**src/spsq_pkg.sv**
```systemverilog
// ----------------------------------------------------------------------------
// spsq_pkg
// types and constants shared by the servo pattern sequencer
// ----------------------------------------------------------------------------
`default_nettype none

package spsq_pkg;

  localparam int unsigned PlanLenDefault = 24;

  localparam logic [15:0] SweepMaxReset  = 16'd135;
  localparam logic [15:0] SweepMinReset  = 16'd45;
  localparam logic [7:0]  InitAngleReset = 8'd90;
  localparam logic [15:0] SweepStep      = 16'd5;
  localparam logic [15:0] OffsetStep     = 16'd5;
  localparam int          WidenLimit     = 175;
  localparam int          NarrowLimit    = 90;

  typedef enum logic [3:0] {
    OP_TICK   = 4'd0,
    OP_SET_A  = 4'd1,
    OP_SET_B  = 4'd2,
    OP_SET_C  = 4'd3,
    OP_ADD_A  = 4'd4,
    OP_ADD_B  = 4'd5,
    OP_ADD_C  = 4'd6,
    OP_INIT   = 4'd7,
    OP_PLAN1  = 4'd8,
    OP_PLAN2  = 4'd9,
    OP_OFFSET = 4'd10,
    OP_WIDEN  = 4'd11,
    OP_NARROW = 4'd12,
    OP_LOAD   = 4'd13
  } spsq_op_e;

  typedef enum logic [1:0] {
    CFG_INIT_A = 2'd0,
    CFG_INIT_B = 2'd1,
    CFG_INIT_C = 2'd2
  } spsq_cfg_e;

  typedef struct packed {
    spsq_op_e           op;
    logic signed [15:0] value;
    logic               plan_sel;
    logic [4:0]         entry;
  } spsq_in_t;

  typedef struct packed {
    logic signed [15:0] angle_a;
    logic signed [15:0] angle_b;
    logic signed [15:0] angle_c;
    logic [1:0]         active_plan;
  } spsq_out_t;

  // word waiting for table data
  typedef struct packed {
    logic        tick;
    logic        zero_c;
    logic [15:0] angle_a;
    logic [15:0] angle_b;
    logic [15:0] angle_c;
    logic [1:0]  active_plan;
  } spsq_s1_t;

endpackage

`default_nettype wire

```
**src/spsq_ram.sv**
```systemverilog
// ----------------------------------------------------------------------------
// spsq_ram
// generic single write, single read ram with registered read data
// ----------------------------------------------------------------------------
`default_nettype none

module spsq_ram #(
  parameter int unsigned WIDTH = 8,
  parameter int unsigned DEPTH = 32
) (
  input  wire logic                     clk_i,
  input  wire logic                     we_i,
  input  wire logic [$clog2(DEPTH)-1:0] waddr_i,
  input  wire logic [WIDTH-1:0]         wdata_i,
  input  wire logic                     re_i,
  input  wire logic [$clog2(DEPTH)-1:0] raddr_i,
  output logic      [WIDTH-1:0]         rdata_o
);

  logic [WIDTH-1:0] mem_q [DEPTH];

  always_ff @(posedge clk_i) begin
    if (we_i) begin
      mem_q[waddr_i] <= wdata_i;
    end
    if (re_i) begin
      rdata_o <= mem_q[raddr_i];
    end
  end

endmodule

`default_nettype wire

```
**src/spsq_ctrl.sv**
```systemverilog
// ----------------------------------------------------------------------------
// spsq_ctrl
// command decode, servo and plan state, table access and first stage
// ----------------------------------------------------------------------------
`default_nettype none

module spsq_ctrl #(
  parameter int unsigned PLAN_LEN = spsq_pkg::PlanLenDefault,
  localparam int unsigned NPair   = (PLAN_LEN + 1) / 2,
  localparam int unsigned PairW   = (NPair > 1) ? $clog2(NPair) : 1,
  localparam int unsigned AddrW   = PairW + 1
) (
  input  wire logic              clk_i,
  input  wire logic              rst_ni,
  input  wire logic              in_valid_i,
  input  wire spsq_pkg::spsq_in_t in_word_i,
  output logic                   in_stall_o,
  input  wire logic              cfg_valid_i,
  input  wire logic [1:0]        cfg_index_i,
  input  wire logic [7:0]        cfg_data_i,
  output logic                   ram_we_o,
  output logic                   ram_wbank_o,
  output logic [AddrW-1:0]       ram_waddr_o,
  output logic [7:0]             ram_wdata_o,
  output logic                   ram_re_o,
  output logic [AddrW-1:0]       ram_raddr_o,
  input  wire logic              s1_ready_i,
  output logic                   s1_valid_o,
  output spsq_pkg::spsq_s1_t     s1_o
);

  logic [2:0][15:0]      servo_q, servo_d;
  logic [1:0]            run_q, run_d;
  logic [1:0][PairW-1:0] pidx_q, pidx_d;
  logic [1:0][15:0]      sweep_q, sweep_d;
  logic [1:0]            up_q, up_d;
  logic [15:0]           offset_q, offset_d;
  logic [15:0]           smax_q, smax_d;
  logic [15:0]           smin_q, smin_d;
  logic [7:0]            init_a_q, init_b_q, init_c_q;
  logic                  s1_valid_q;
  spsq_pkg::spsq_s1_t    s1_q, s1_d;

  logic        load;
  logic        accept;
  logic        is_one;
  logic        ticked;
  logic        plan;
  logic        wrap;
  logic [15:0] sweep_new;
  logic [15:0] val;

  assign load       = !s1_valid_q || s1_ready_i;
  assign in_stall_o = !load;
  assign accept     = in_valid_i && load;
  assign val        = in_word_i.value;
  assign is_one     = (val == 16'd1);
  assign plan       = run_q[1];
  assign wrap       = (pidx_q[plan] == PairW'(NPair - 1));

  // table write, banked by entry parity
  assign ram_we_o    = accept && (in_word_i.op == spsq_pkg::OP_LOAD) &&
                       (32'(in_word_i.entry) < PLAN_LEN);
  assign ram_wbank_o = in_word_i.entry[0];
  assign ram_waddr_o = {in_word_i.plan_sel, PairW'(in_word_i.entry >> 1)};
  assign ram_wdata_o = val[7:0];
  assign ram_raddr_o = {plan, pidx_q[plan]};
  assign ram_re_o    = accept && (in_word_i.op == spsq_pkg::OP_TICK) && (run_q != 2'b00);

  always_comb begin
    servo_d   = servo_q;
    run_d     = run_q;
    pidx_d    = pidx_q;
    sweep_d   = sweep_q;
    up_d      = up_q;
    offset_d  = offset_q;
    smax_d    = smax_q;
    smin_d    = smin_q;
    ticked    = 1'b0;
    sweep_new = sweep_q[plan];
    case (in_word_i.op)
      spsq_pkg::OP_SET_A: servo_d[0] = val;
      spsq_pkg::OP_SET_B: servo_d[1] = val;
      spsq_pkg::OP_SET_C: servo_d[2] = val;
      spsq_pkg::OP_ADD_A: servo_d[0] = servo_q[0] + val;
      spsq_pkg::OP_ADD_B: servo_d[1] = servo_q[1] + val;
      spsq_pkg::OP_ADD_C: servo_d[2] = servo_q[2] + val;
      spsq_pkg::OP_INIT: begin
        servo_d = {{8'd0, init_c_q}, {8'd0, init_b_q}, {8'd0, init_a_q}};
      end
      spsq_pkg::OP_PLAN1, spsq_pkg::OP_PLAN2: begin
        if (is_one) begin
          pidx_d[in_word_i.op == spsq_pkg::OP_PLAN2]  = '0;
          run_d[in_word_i.op == spsq_pkg::OP_PLAN2]   = 1'b1;
          sweep_d[in_word_i.op == spsq_pkg::OP_PLAN2] = servo_q[0];
        end else begin
          pidx_d  = '0;
          run_d   = 2'b00;
          servo_d = {{8'd0, init_c_q}, {8'd0, init_b_q}, {8'd0, init_a_q}};
        end
      end
      spsq_pkg::OP_OFFSET: begin
        offset_d = is_one ? offset_q - spsq_pkg::OffsetStep : offset_q + spsq_pkg::OffsetStep;
      end
      spsq_pkg::OP_WIDEN: begin
        if ($signed(smax_q) <= 16'(spsq_pkg::WidenLimit)) begin
          smax_d = smax_q + spsq_pkg::SweepStep;
          smin_d = smin_q - spsq_pkg::SweepStep;
        end
      end
      spsq_pkg::OP_NARROW: begin
        if ($signed(smax_q) > 16'(spsq_pkg::NarrowLimit)) begin
          smax_d = smax_q - spsq_pkg::SweepStep;
          smin_d = smin_q + spsq_pkg::SweepStep;
        end
      end
      spsq_pkg::OP_TICK: begin
        if (run_q != 2'b00) begin
          ticked = 1'b1;
          if (wrap) begin
            pidx_d[plan] = '0;
            sweep_new    = up_q[plan] ? sweep_q[plan] + 16'd1 : sweep_q[plan] - 16'd1;
            sweep_d[plan] = sweep_new;
            if ($signed(sweep_new) > $signed(smax_q)) begin
              up_d[plan] = 1'b0;
            end
            if ($signed(sweep_new) < $signed(smin_q)) begin
              up_d[plan] = 1'b1;
            end
          end else begin
            pidx_d[plan] = pidx_q[plan] + PairW'(1);
          end
        end
      end
      default: begin
      end
    endcase

    s1_d.tick        = ticked;
    s1_d.zero_c      = ((PLAN_LEN % 2) == 1) && wrap;
    s1_d.angle_a     = ticked ? sweep_new : servo_d[0];
    s1_d.angle_b     = ticked ? offset_q : servo_d[1];
    s1_d.angle_c     = servo_d[2];
    s1_d.active_plan = run_d[1] ? 2'd2 : (run_d[0] ? 2'd1 : 2'd0);
  end

  always_ff @(posedge clk_i or negedge rst_ni) begin
    if (!rst_ni) begin
      servo_q  <= '0;
      run_q    <= '0;
      pidx_q   <= '0;
      sweep_q  <= '0;
      up_q     <= 2'b11;
      offset_q <= '0;
      smax_q   <= spsq_pkg::SweepMaxReset;
      smin_q   <= spsq_pkg::SweepMinReset;
    end else if (accept) begin
      servo_q  <= servo_d;
      run_q    <= run_d;
      pidx_q   <= pidx_d;
      sweep_q  <= sweep_d;
      up_q     <= up_d;
      offset_q <= offset_d;
      smax_q   <= smax_d;
      smin_q   <= smin_d;
    end
  end

  always_ff @(posedge clk_i or negedge rst_ni) begin
    if (!rst_ni) begin
      init_a_q <= spsq_pkg::InitAngleReset;
      init_b_q <= spsq_pkg::InitAngleReset;
      init_c_q <= spsq_pkg::InitAngleReset;
    end else if (cfg_valid_i) begin
      case (cfg_index_i)
        spsq_pkg::CFG_INIT_A: init_a_q <= cfg_data_i;
        spsq_pkg::CFG_INIT_B: init_b_q <= cfg_data_i;
        spsq_pkg::CFG_INIT_C: init_c_q <= cfg_data_i;
        default: begin
        end
      endcase
    end
  end

  always_ff @(posedge clk_i or negedge rst_ni) begin
    if (!rst_ni) begin
      s1_valid_q <= 1'b0;
    end else if (load) begin
      s1_valid_q <= in_valid_i;
    end
  end

  always_ff @(posedge clk_i) begin
    if (accept) begin
      s1_q <= s1_d;
    end
  end

  assign s1_valid_o = s1_valid_q;
  assign s1_o       = s1_q;

endmodule

`default_nettype wire

```
**src/spsq_out.sv**
```systemverilog
// ----------------------------------------------------------------------------
// spsq_out
// merges table data into the result and holds it in the output register
// ----------------------------------------------------------------------------
`default_nettype none

module spsq_out (
  input  wire logic               clk_i,
  input  wire logic               rst_ni,
  input  wire logic               s1_valid_i,
  input  wire spsq_pkg::spsq_s1_t s1_i,
  input  wire logic [7:0]         even_i,
  input  wire logic [7:0]         odd_i,
  output logic                    s1_ready_o,
  output logic                    out_valid_o,
  input  wire logic               out_stall_i,
  output spsq_pkg::spsq_out_t     out_word_o
);

  logic                valid_q;
  spsq_pkg::spsq_out_t word_q, word_d;

  assign s1_ready_o = !valid_q || !out_stall_i;

  always_comb begin
    word_d.angle_a     = s1_i.angle_a;
    word_d.angle_b     = s1_i.tick ? {8'd0, even_i} + s1_i.angle_b : s1_i.angle_b;
    word_d.angle_c     = s1_i.tick ? (s1_i.zero_c ? 16'd0 : {8'd0, odd_i}) : s1_i.angle_c;
    word_d.active_plan = s1_i.active_plan;
  end

  always_ff @(posedge clk_i or negedge rst_ni) begin
    if (!rst_ni) begin
      valid_q <= 1'b0;
    end else if (s1_ready_o) begin
      valid_q <= s1_valid_i;
    end
  end

  always_ff @(posedge clk_i) begin
    if (s1_ready_o && s1_valid_i) begin
      word_q <= word_d;
    end
  end

  assign out_valid_o = valid_q;
  assign out_word_o  = word_q;

endmodule

`default_nettype wire

```
**src/servo_pattern_sequencer.sv**
```systemverilog
// ----------------------------------------------------------------------------
// servo_pattern_sequencer
// three-servo motion sequencer with two banked plan tables
// ----------------------------------------------------------------------------
// Input words carry a command or a tick; every accepted word gives one result
// word with the three servo angles and the running plan. Both channels move a
// word at a rising edge where valid is high and stall is low.
// out_valid_o rises once the word has passed the first-stage register and the
// output register, which holds it until it is taken.
// One word per cycle is taken while out_stall_i is low: the plan tables sit
// in two rams (even and odd entries), so a tick fetches its servo 2 / servo 3
// pair in one read and the small state registers update in the accept cycle.
// Load words write the table in the accept cycle; a tick in the following
// cycle already reads the new entry.
// When out_stall_i holds, the output register and the stage behind it fill
// and in_stall_o rises once both hold a word.
// Reset clears servo angles, plans, offset and sweep positions and points the
// sweep up; the sweep limits go to 135 and 45 and the initial angles to 90.
// Table entries are undefined until loaded. Config writes are always ready.
// ----------------------------------------------------------------------------
`default_nettype none

module servo_pattern_sequencer #(
  parameter int unsigned PLAN_LEN = spsq_pkg::PlanLenDefault
) (
  input  wire logic                clk_i,
  input  wire logic                rst_ni,
  input  wire logic                in_valid_i,
  output logic                     in_stall_o,
  input  wire spsq_pkg::spsq_in_t  in_word_i,
  output logic                     out_valid_o,
  input  wire logic                out_stall_i,
  output spsq_pkg::spsq_out_t      out_word_o,
  input  wire logic                cfg_valid_i,
  output logic                     cfg_ready_o,
  input  wire logic [1:0]          cfg_index_i,
  input  wire logic [7:0]          cfg_data_i
);

  localparam int unsigned NPair = (PLAN_LEN + 1) / 2;
  localparam int unsigned PairW = (NPair > 1) ? $clog2(NPair) : 1;
  localparam int unsigned AddrW = PairW + 1;
  localparam int unsigned Depth = 2 ** AddrW;

  logic               ram_we;
  logic               ram_wbank;
  logic [AddrW-1:0]   ram_waddr;
  logic [7:0]         ram_wdata;
  logic               ram_re;
  logic [AddrW-1:0]   ram_raddr;
  logic [7:0]         even_data;
  logic [7:0]         odd_data;
  logic               s1_valid;
  logic               s1_ready;
  spsq_pkg::spsq_s1_t s1;

  assign cfg_ready_o = 1'b1;

  spsq_ctrl #(
    .PLAN_LEN(PLAN_LEN)
  ) u_ctrl (
    .clk_i,
    .rst_ni,
    .in_valid_i,
    .in_word_i,
    .in_stall_o,
    .cfg_valid_i(cfg_valid_i && cfg_ready_o),
    .cfg_index_i,
    .cfg_data_i,
    .ram_we_o   (ram_we),
    .ram_wbank_o(ram_wbank),
    .ram_waddr_o(ram_waddr),
    .ram_wdata_o(ram_wdata),
    .ram_re_o   (ram_re),
    .ram_raddr_o(ram_raddr),
    .s1_ready_i (s1_ready),
    .s1_valid_o (s1_valid),
    .s1_o       (s1)
  );

  spsq_ram #(
    .WIDTH(8),
    .DEPTH(Depth)
  ) u_ram_even (
    .clk_i,
    .we_i   (ram_we && !ram_wbank),
    .waddr_i(ram_waddr),
    .wdata_i(ram_wdata),
    .re_i   (ram_re),
    .raddr_i(ram_raddr),
    .rdata_o(even_data)
  );

  spsq_ram #(
    .WIDTH(8),
    .DEPTH(Depth)
  ) u_ram_odd (
    .clk_i,
    .we_i   (ram_we && ram_wbank),
    .waddr_i(ram_waddr),
    .wdata_i(ram_wdata),
    .re_i   (ram_re),
    .raddr_i(ram_raddr),
    .rdata_o(odd_data)
  );

  spsq_out u_out (
    .clk_i,
    .rst_ni,
    .s1_valid_i (s1_valid),
    .s1_i       (s1),
    .even_i     (even_data),
    .odd_i      (odd_data),
    .s1_ready_o (s1_ready),
    .out_valid_o,
    .out_stall_i,
    .out_word_o
  );

  // input held back only with both stages full
  assert property (@(posedge clk_i) disable iff (!rst_ni)
    in_stall_o |-> (out_valid_o && s1_valid && out_stall_i))
    else $error("input stalled without a full pipeline");

  // one word per cycle: table write and read never coincide
  assert property (@(posedge clk_i) disable iff (!rst_ni)
    !(ram_we && ram_re))
    else $error("table write and read in the same cycle");

  // table data of a waiting tick must not be overwritten by a new read
  assert property (@(posedge clk_i) disable iff (!rst_ni)
    (s1_valid && s1.tick && !s1_ready) |=> !$past(ram_re))
    else $error("table read while a tick waits for its data");

  assert property (@(posedge clk_i) disable iff (!rst_ni)
    out_valid_o |-> (out_word_o.active_plan != 2'd3))
    else $error("invalid active plan code");

endmodule

`default_nettype wire
```
**config.mk**
```make
export PLATFORM = sky130hd
export DESIGN_NAME = servo_pattern_sequencer
export DESIGN_NICKNAME = d
export VERILOG_FILES = /design/src/spsq_pkg.sv /design/src/spsq_ram.sv /design/src/spsq_ctrl.sv /design/src/spsq_out.sv /design/src/servo_pattern_sequencer.sv
export SDC_FILE = /design/constraint.sdc
export NUM_CORES = 1
export LEC_CHECK = 0
export BUFFER_PORTS_ARGS = -buffer_cell sky130_fd_sc_hd__clkbuf_2
export CAP_MARGIN = 0
export CELL_PAD_IN_SITES_DETAIL_PLACEMENT = 0
export CELL_PAD_IN_SITES_GLOBAL_PLACEMENT = 2
export CORE_UTILIZATION = 43
export CTS_CLUSTER_SIZE = 40
export DETAILED_ROUTE_END_ITERATION = 6
export MAX_ROUTING_LAYER = met4
export PLACE_DENSITY = 0.89
export SETUP_SLACK_MARGIN = 0.15
export SLEW_MARGIN = 10
export SYNTH_ARGS = -nofsm -noshare
export SYNTH_HDL_FRONTEND = slang
export SYNTH_SLANG_ARGS = --single-unit
```
**constraint.sdc**
```tcl
create_clock -name clk_i -period 7.3 [get_ports clk_i]
set_clock_uncertainty 0.15 [all_clocks]
set_input_delay 0.73 -clock clk_i [delete_from_list [all_inputs] [get_ports clk_i]]
set_output_delay 0.73 -clock clk_i [all_outputs]
set_load 0.03 [all_outputs]
```
### After elaboration in Yosys (flattened, before gate mapping)

Memories as Yosys holds them, arrays and structs flattened. A register that Yosys moved wholly into a read port is not among the register bits.
Index checks and enable logic that the tools add are counted.
W data, S select, Z words.

* reductions and logical operators: 31
* $lt $le $gt $ge: 9
* multipliers: 0
* shift-type cells: 0
* mux-type cells: 62
* divide/modulo/power cells: 0
* eq/ne operators: 22
* add/sub/neg operators: 13
* bitwise operators: 8

Operators with widths (count)
* $mux W16: 16
* $pmux W16 S4: 3
* $mux W32: 3
* $bwmux W32: 2
* $pmux W16 S2: 2
* $pmux W32 S2: 1
* $add A16 B16 Y16: 3
* $add A16 B3 Y16 const B: 3
* $mux W48: 1
* $sub A16 B3 Y16 const B: 3
* $demux W16 S1: 2
* $mux W8: 4
* $eq A4 B4 Y1 const B: 7
* $add A16 B1 Y16 const B: 1
* $add A8 B16 Y16: 1
* $and A8 B8 Y8: 2
* $eq A16 B1 Y1 const B: 1
* $eq A4 B3 Y1 const B: 4
* $gt A16 B16 Y1: 1
* $gt A16 B8 Y1 const B: 1
* $le A16 B9 Y1 const B: 1
* $lt A16 B16 Y1: 1
* $mux W4: 4
* $not A8 Y8: 2
* 31 further kinds: 76

* memory bits (read-only): 0
* memory bits (writable): 512
* memories: 2
* input bits: 41
* output and inout bits: 53
* logic and storage cells: 174
* bits in registers: 267
* latch bits: 0

Memory list
* u_ram_even.mem_q: depth 32, width 8, read ports 1, clocked after Yosys merged registers in 1, wr ports 1, line spsq_ram.sv:20 `logic [WIDTH-1:0] mem_q [DEPTH];`
* u_ram_odd.mem_q: depth 32, width 8, read ports 1, clocked after Yosys merged registers in 1, wr ports 1, line spsq_ram.sv:20

### Longest topological paths before layout

Gate-level depths: netlist of the first run.

* depth after elaboration: 12
* gate-level depth with buffers: 21
* mapped depth without buffers: 19

### Hierarchy

A second synthesis of the first run with hierarchy kept.

* cell total of the unflattened synthesis: 2670
* area, all modules: 37876.3 um^2

Modules (own cells, without submodules)
* spsq_ram: cells each 417, seq. area each 7927.6 um^2, times used 2, area each 10133.5 um^2
* spsq_ctrl: cells each 1674, seq. area each 5688.0 um^2, times used 1, area each 15313.4 um^2
* spsq_out: cells each 158, seq. area each 1526.5 um^2, times used 1, area each 2268.4 um^2
* servo_pattern_sequencer: cells each 4, seq. area each 0.0 um^2, times used 1, area each 27.5 um^2

### Least setup slack after synthesis of the first run

No wires, ideal clock.

* kind: register -> register
* start point: reg u_ctrl.run_q[1]
* end point: reg (tool-made name)
* path slack: 2.111 ns
* clock period less this slack: 5.189 ns
* arrival: 4.976 ns
* path buffers: 3
* setup time: 0.063 ns
* cell stages (with the launch flop): 20
* required time: 7.087 ns
* path through: dfrtp_1 -> buf_2 -> buf_1 -> clkbuf_1 -> mux2_2 -> ha_1 -> or4_1 -> or2_1 -> o211ai_2 -> a31oi_1 -> or4_1 -> and4_4 -> xnor2_1 -> inv_1 -> ha_1 -> a21o_1 -> a21oi_1 -> nor2_1 -> o311ai_0 -> a32o_1

RTL lines
* start, declared: line spsq_ctrl.sv:33 `logic [1:0] run_q, run_d;`
* start signal, assigned: line spsq_ctrl.sv:159 `run_q <= run_d;`

==> results of run 1 <==
## area by class of cell
class | instances | area (sq um)
multi-input cells | 2445 | 14600
clock buffers | 105 | 2230
well taps | 1155 | 1450
inverters | 90 | 347
clock inverters | 51 | 628
fillers | 7886 | 43900
repair buffers | 152 | 957
flip-flops and latches | 795 | 23100
## worst max-delay path, delay by kind of cell, from the launching register on
kind,cells,cell delay [ns]
mux,1,0.41
xor+xnor,1,0.27
simple gates,4,0.88
flops,1,0.35
compound gates,7,1.82
buf+inv,2,0.59
fa+ha+maj,2,0.66
## per-layer routing
layer,part of all wire,vias to the layer above,wire length (microns),GRT usage
met5,0,-,0,-
met4,0.021,0,2170,0.0517
met3,0.057,123,5830,0.0307
met2,0.48,764,48700,0.375
met1,0.44,13000,45200,0.318
li1,-,12600,-,-
## metrics by stage
stage | total power, mW | worst slack [ns] | hold WS [ns] | utilization
floorplan | 8.35 | 2.11 | 0.250 | -
global placement | 9.60 | 2.00 | 0.253 | 0.463
detailed placement | 9.64 | 2.01 | 0.255 | 0.463
CTS | 14.1 | 2.08 | 0.186 | 0.496
global route | 14.7 | 1.69 | 0.208 | 0.496
finish | 14.0 | 2.07 | 0.220 | 0.496
## worst max path at each step
stage	startpoint	end	slack (ns)	cells after the start
2_1_floorplan	u_ctrl.run_q[1]$_DFFE_PN0P_	flop	2.11	19
3_3_place_gp	in_word_i[8]	u_ctrl.offset_q[15]$_DFFE_PN0P_	2.00	14
3_5_place_dp	in_word_i[8]	u_ctrl.offset_q[15]$_DFFE_PN0P_	2.01	14
4_1_cts	u_ctrl.run_q[1]$_DFFE_PN0P_	flop	2.08	17
5_1_grt	u_ctrl.run_q[1]$_DFFE_PN0P_	flop	1.69	17
6_report	u_ctrl.run_q[1]$_DFFE_PN0P_	flop	2.07	17
## cells in the final DEF (no fill, tap or decap), types with 24 or more instances in the layout
| master | n |
|---|---|
| mux2_2 | 65 |
| nor3_1 | 55 |
| conb_1 | 129 |
| a31oi_1 | 24 |
| a21oi_1 | 241 |
| xnor2_1 | 62 |
| a22oi_1 | 48 |
| o21ai_0 | 144 |
| nand2_1 | 674 |
| nand3_1 | 167 |
| mux2i_1 | 58 |
| clkbuf_16 | 85 |
| dfrtp_1 | 143 |
| a21o_1 | 35 |
| edfxtp_1 | 629 |
| buf_4 | 56 |
| or3_1 | 26 |
| nor2_1 | 174 |
| a222oi_1 | 31 |
| clkbuf_2 | 90 |
| inv_1 | 87 |
| ha_1 | 141 |
| xor2_1 | 46 |
## flip-flops by register name, summed over array words and instances, names as in the netlist, named ones only
name,cells
u_ram_even.mem_q,256
u_ram_odd.mem_q,256
u_ctrl.s1_o,51
u_out.out_word_o,50
u_ctrl.servo_q,48
u_ctrl.sweep_q,32
u_ctrl.offset_q,16
u_ctrl.smax_q,16
u_ctrl.smin_q,16
u_ctrl.init_a_q,8
u_ctrl.init_b_q,8
u_ctrl.init_c_q,8
u_ctrl.pidx_q,8
u_ram_even.rdata_o,8
u_ram_odd.rdata_o,8
u_ctrl.run_q,2
u_ctrl.s1_valid_o,1
u_out.out_valid_o,1
## synth_stat cells (5+ instances only)
library cell and n:
mux2_2 65, a21oi_1 241, a21o_1 35, o221ai_1 18
dfstp_2 22, a2111oi_0 5, o211ai_1 10, nor2_1 174
or3_1 26, fa_1 8, buf_1 36, xnor2_1 62
nand3_1 167, ha_1 141, nand2b_1 22, a211oi_1 11
nand2_1 677, nand3b_1 8, o22ai_1 6, or2_2 5
o31ai_1 12, a22o_1 5, mux2i_1 62, a222oi_1 31
and3_1 15, nand4_1 13, o21ai_1 21, xor2_1 46
and2_1 5, a21boi_0 7, dfrtp_1 144, o21ai_0 144
a22oi_1 48, o21a_1 15, a221oi_1 12, o41ai_1 18
edfxtp_1 629, nor3_1 58, nor2b_1 19, o21bai_1 12
nor4_1 9, clkbuf_1 120, inv_1 89, o31a_1 6
a31oi_1 24
## power groups by stage
stage               sequential, mW  combinational [mW]  clock (mW)
finish                        5.60                3.96        4.45
CTS                           5.60                3.98        4.52
detailed placement            5.68                3.95           0
global route                  5.64                4.40        4.68
global placement              5.68                3.92           0
floorplan                     5.65                2.69           0
## kinds of logic after synthesis
kind of cell	after synthesis	share of synthesized area
and+or+nand+nor	1218	0.138
xor gates and xnor gates	108	0.0249
muxes	128	0.0360
buffers and inverters	251	0.0250
adders and majority gates	149	0.0506
DFF	795	0.607
other	2	0.000197
AOI/OAI and AO/OA	713	0.119
==> results.toml, run 1 <==
[outcome]
run_status = "finished, final reports clean"

[synthesis]
async_flop_share = 0.209
yosys_warnings = 0
ys_seq_area_frac = 0.607
synth_edf_count = 629
synth_top_flop_cell = "edfxtp_1"
netlist.area_leader.share = 0.497
yosys-top-cells-area = "edfxtp_1 (50%), dfrtp_1 (9.5%), nand2_1 (6.7%)"
synth_area_leader_cell = "edfxtp_1"
ys_ff_latch = 795
syn-cell-area_sq_um = 38000
synth.distinct_cells = 77
syn_area_per_cell_sq_um = 11.3
syn_inst = 3364

[die]
dieArea_sq_um = 89600
core_sq_um = 87200
die_h_microns = 299
io_pins = 94
start_util = 0.436
dieWidth_microns = 299
rows = 108

[sta]
timing.final.crit_share = 0.717
rsz0062_at_grt = "no"
clock.fmax_mhz = 191
tightest_slew_ns = 1.13
slew_headroom = 0.245
final.setup.tns_ns = 0
finalSetupViolCount = 0
min_period_ns = 5.23
maxSlewViolCount = 0
hold_viol = 0

[power_and_ir_drop]
p_int_mw = 9.39
p_leak_nw = 16.7
p_sw_mw = 4.61
clkPwrFrac = 0.318
swShare = 0.329
pwr-share-comb = 0.283
pwr-share-seq = 0.400
powerDensity_nw_per_um2 = 324
peakVddDrop_mv = 0.197

[finish]
antenna_cells = 0
fin_nets = 3758
syn2layout_area_growth_pct = 13.7
layout-drive-gt1-share = 0.109
postLayoutCellArea_sq_um = 43300
stdcell_count = 4793

[detailed_routing]
num_vias = 26600
post_drt_wl_per_cell_microns = 21.3
drt-initial-drc-count = 2495
drt-total-wl_microns = 102000
avgViaCountPerCell = 5.54
antenna_left = 0
dr.pass1.iters = 7
drc = 0

[critical_path]
regToRegSetupSlack_ns = 2.07
cp_slowest_cell = "buf_4"
rr_startpoint = "u_ctrl.run_q[1]$_DFFE_PN0P_"
cp-start-kind = "flop"
slowest_delay_ns = 0.47
path_common_cell = "ha_1"
cp.required_ns = 7.74
reg2regPathDepth = 17
crit_chain = "buf_4 > mux2_2 > ha_1 > and3_1 > a2111o_1 > o211ai_2 > a31oi_1 > or4_1 > and4_4 > xnor2_1 > inv_1 > ha_1 > a21o_1 > a21oi_1 > nor2_1 > o311ai_0 > a32o_1"
critPathKind = "reg2reg"
setup.worst_path.end_class = "flop"
crit_fanout = 38
critical_path_arrival_ns = 5.68

[placement]
gp_congestion = 0.829
dpl-instance-area_sq_um = 40400
port_buffers = 92
hpwl_microns = 64800
dp.cells = 4636

[global_route]
grt_max_degree = 158
grt_usage = 0.234
grt_pass1_wl_microns = 156000
overflow = 0
antenna_found_initial = 2
grt_pass1_vias = 25700

[run]
maxCapViolations = 0

[clock_tree]
worstSkewPairLatency_ns = 0.65
hold_buffers = 1
h-tree-depth = 3
postCtsSetupBuffers = 0
cts_resized = 0
cts_tree = "built"
cts_buffers = 84
cts_buffer_depth = 3
root_buffer = "clkbuf_16"
cts_sinks = 795
cts.reportedPaths.clkPinSlew_ns = 0.06

[hold_path]
hold_class = "in2reg"
min_to = "u_out.out_valid_o$_DFFE_PN0P_"
min_from = "out_stall_i"
holdPathStages = 2
(Power assumes the default switching activity.)
==> inputs of run 2 (changes only) <==
CORE_UTILIZATION = 39   (was 43)
PLACE_DENSITY = 0.85   (was 0.89)
clock period = 4.5 ns   (was 7.3 ns; I/O delays follow)
==> results.toml, run 2 (synthesis gave the netlist of run 1 again) <==
[critical_path]
rr_startpoint = "u_ctrl.run_q[1]$_DFFE_PN0P_"
critical_path_arrival_ns = 4.83
cp.required_ns = 4.94
regToRegSetupSlack_ns = 0.11
setup.worst_path.end_class = "flop"
critPathKind = "reg2reg"
cp-startpoint = "u_ctrl.run_q[1]$_DFFE_PN0P_"
crit_fanout = 11
reg2regPathDepth = 18
cp-start-kind = "flop"

[clock_tree]
cts.reportedPaths.clkPinSlew_ns = 0.06
h-tree-depth = 3
cts_buffers = 83
cts_sinks = 795
root_buffer = "clkbuf_16"
worstSkewPairLatency_ns = 0.66
cts_tree = "built"
cts_buffer_depth = 3

[detailed_routing]
avgViaCountPerCell = 5.33
drt-total-wl_microns = 105000
drt-initial-drc-count = 2371
antenna_left = 0
post_drt_wl_per_cell_microns = 20.8
dr.pass1.iters = 5
num_vias = 26900
drc = 0

[sta]
timing.final.crit_share = 0.976
tightest_slew_ns = 1.11
maxSlewViolCount = 0
final.setup.tns_ns = 0
clock.fmax_mhz = 228
min_period_ns = 4.39
slew_headroom = 0.263
finalSetupViolCount = 0
rsz0062_at_grt = "yes"
hold_viol = 0
hold_ws_ns = 0.0280
worst_slack_ns = 0.109

[die]
die_h_microns = 314
dieWidth_microns = 314
io_pins = 94
rows = 114
start_util = 0.393
dieArea_sq_um = 98800
core_sq_um = 96700

[finish]
syn2layout_area_growth_pct = 17.4
mostFrequentLayoutCells = "nand2_1 (674), edfxtp_1 (629), a21oi_1 (240)"
layout-drive-gt1-share = 0.140
stdcell_count = 5051
fin_nets = 3890
post-route-util = 0.462
layout_commonest_cell = "nand2_1"

[power_and_ir_drop]
peakVddDrop_mv = 0.289
p_leak_nw = 17.4
powerDensity_nw_per_um2 = 518

[placement]
dp.cells = 4879
port_buffers = 92
pre_cts_slack_ns = 0.00987
hpwl_microns = 69800
gp_congestion = 0.836

[global_route]
grt_pass1_vias = 26200
overflow = 0
antenna_found_initial = 6
grt_pass1_wl_microns = 160000
grt_max_degree = 91
grt_usage = 0.220

[run]
maxCapViolations = 0

[outcome]
run_status = "finished, final reports clean"

[hold_path]
hold_class = "in2reg"
run 2: cell count changes in the layout (fill, tap and decap cells not counted), moves of 7 or more:
cell           delta
dlygate4sd3_1     +8
ha_1              -8
buf_12            +8
clkbuf_1         +10
ha_4              +7
buf_4           +115
clkinv_2          -9
run 2: metrics by stage:
stage	area, sq um	total power [mW]
3_3_place_gp	41700	16.1
6_report	44700	23.1
5_1_grt	44700	24.4
4_1_cts	44600	23.3
3_5_place_dp	41700	16.2
2_1_floorplan	38700	13.6
run 2: cell type report:
type                            count  area [sq um]
Antenna cell                        5          12.5
Tap cell                         1276          1600
Clock inverter                     38           484
Timing Repair Buffer              285          2100
Clock buffer                      117          2300
Multi-Input combinational cell   2445         14700
Fill cell                        8959         52100
Sequential cell                   795         23100
Inverter                           90           350
run 2: worst min path at each step:
stage | from | end | slack, ns | cells past startpoint
2_1_floorplan | rst_ni | u_ctrl.init_a_q[0]$_DFFE_PN0P_ | 0.004 | 0
3_3_place_gp | u_ctrl.s1_o[0]$_SDFFCE_PP0P_ | u_out.out_word_o[0]$_DFFE_PP_ | 0.25 | 0
3_5_place_dp | u_ctrl.s1_o[41]$_DFFE_PP_ | u_out.out_word_o[41]$_DFFE_PP_ | 0.26 | 0
4_1_cts | cfg_data_i[5] | u_ctrl.init_c_q[5]$_DFFE_PN0P_ | 0.00006 | 2
5_1_grt | cfg_data_i[4] | u_ctrl.init_c_q[4]$_DFFE_PN1P_ | 0.002 | 2
6_report | cfg_data_i[5] | u_ctrl.init_c_q[5]$_DFFE_PN0P_ | 0.03 | 2
run 2: metal layers:
| layer | wire length [microns] | vias up | share of wire | GRT usage |
|---|---|---|---|---|
| li1 | - | 12900 | - | - |
| met4 | 2900 | 0 | 0.028 | 0.0604 |
| met1 | 47000 | 13100 | 0.45 | 0.296 |
| met3 | 5720 | 169 | 0.054 | 0.0350 |
| met5 | 0 | - | 0 | - |
| met2 | 49500 | 701 | 0.47 | 0.345 |
run 2: worst max-delay path, stage by stage (launching register included):
cell and delay (ns):
dfrtp_2 0.44, buf_12 0.16, mux2_4 0.32, ha_4 0.16
or4_4 0.54, or2_1 0.25, o211ai_2 0.11, a31oi_2 0.14
or4_1 0.41, and4_4 0.19, xnor2_4 0.13, inv_2 0.13
ha_4 0.21, a21o_1 0.17, a21oi_1 0.13, nor2_1 0.07
o311ai_1 0.25, buf_4 0.17, a32o_1 0.18
run 2: where the power goes:
| group | leakage (nW) | internal (mW) | switching [mW] |
|---|---|---|---|
| clock network | 1.36 | 4.11 | 2.91 |
| registers | 7.93 | 8.65 | 0.435 |
| logic | 8.09 | 2.76 | 4.26 |
run 2: repair_timing:
action,CTS,global route
buffers inserted,2,0
pin swaps,6,3
cloned,1,0
gates resized for setup,4,6
hold endpoints to repair,98,0
hold buffers,9,0
setup endpoints to repair,2,3
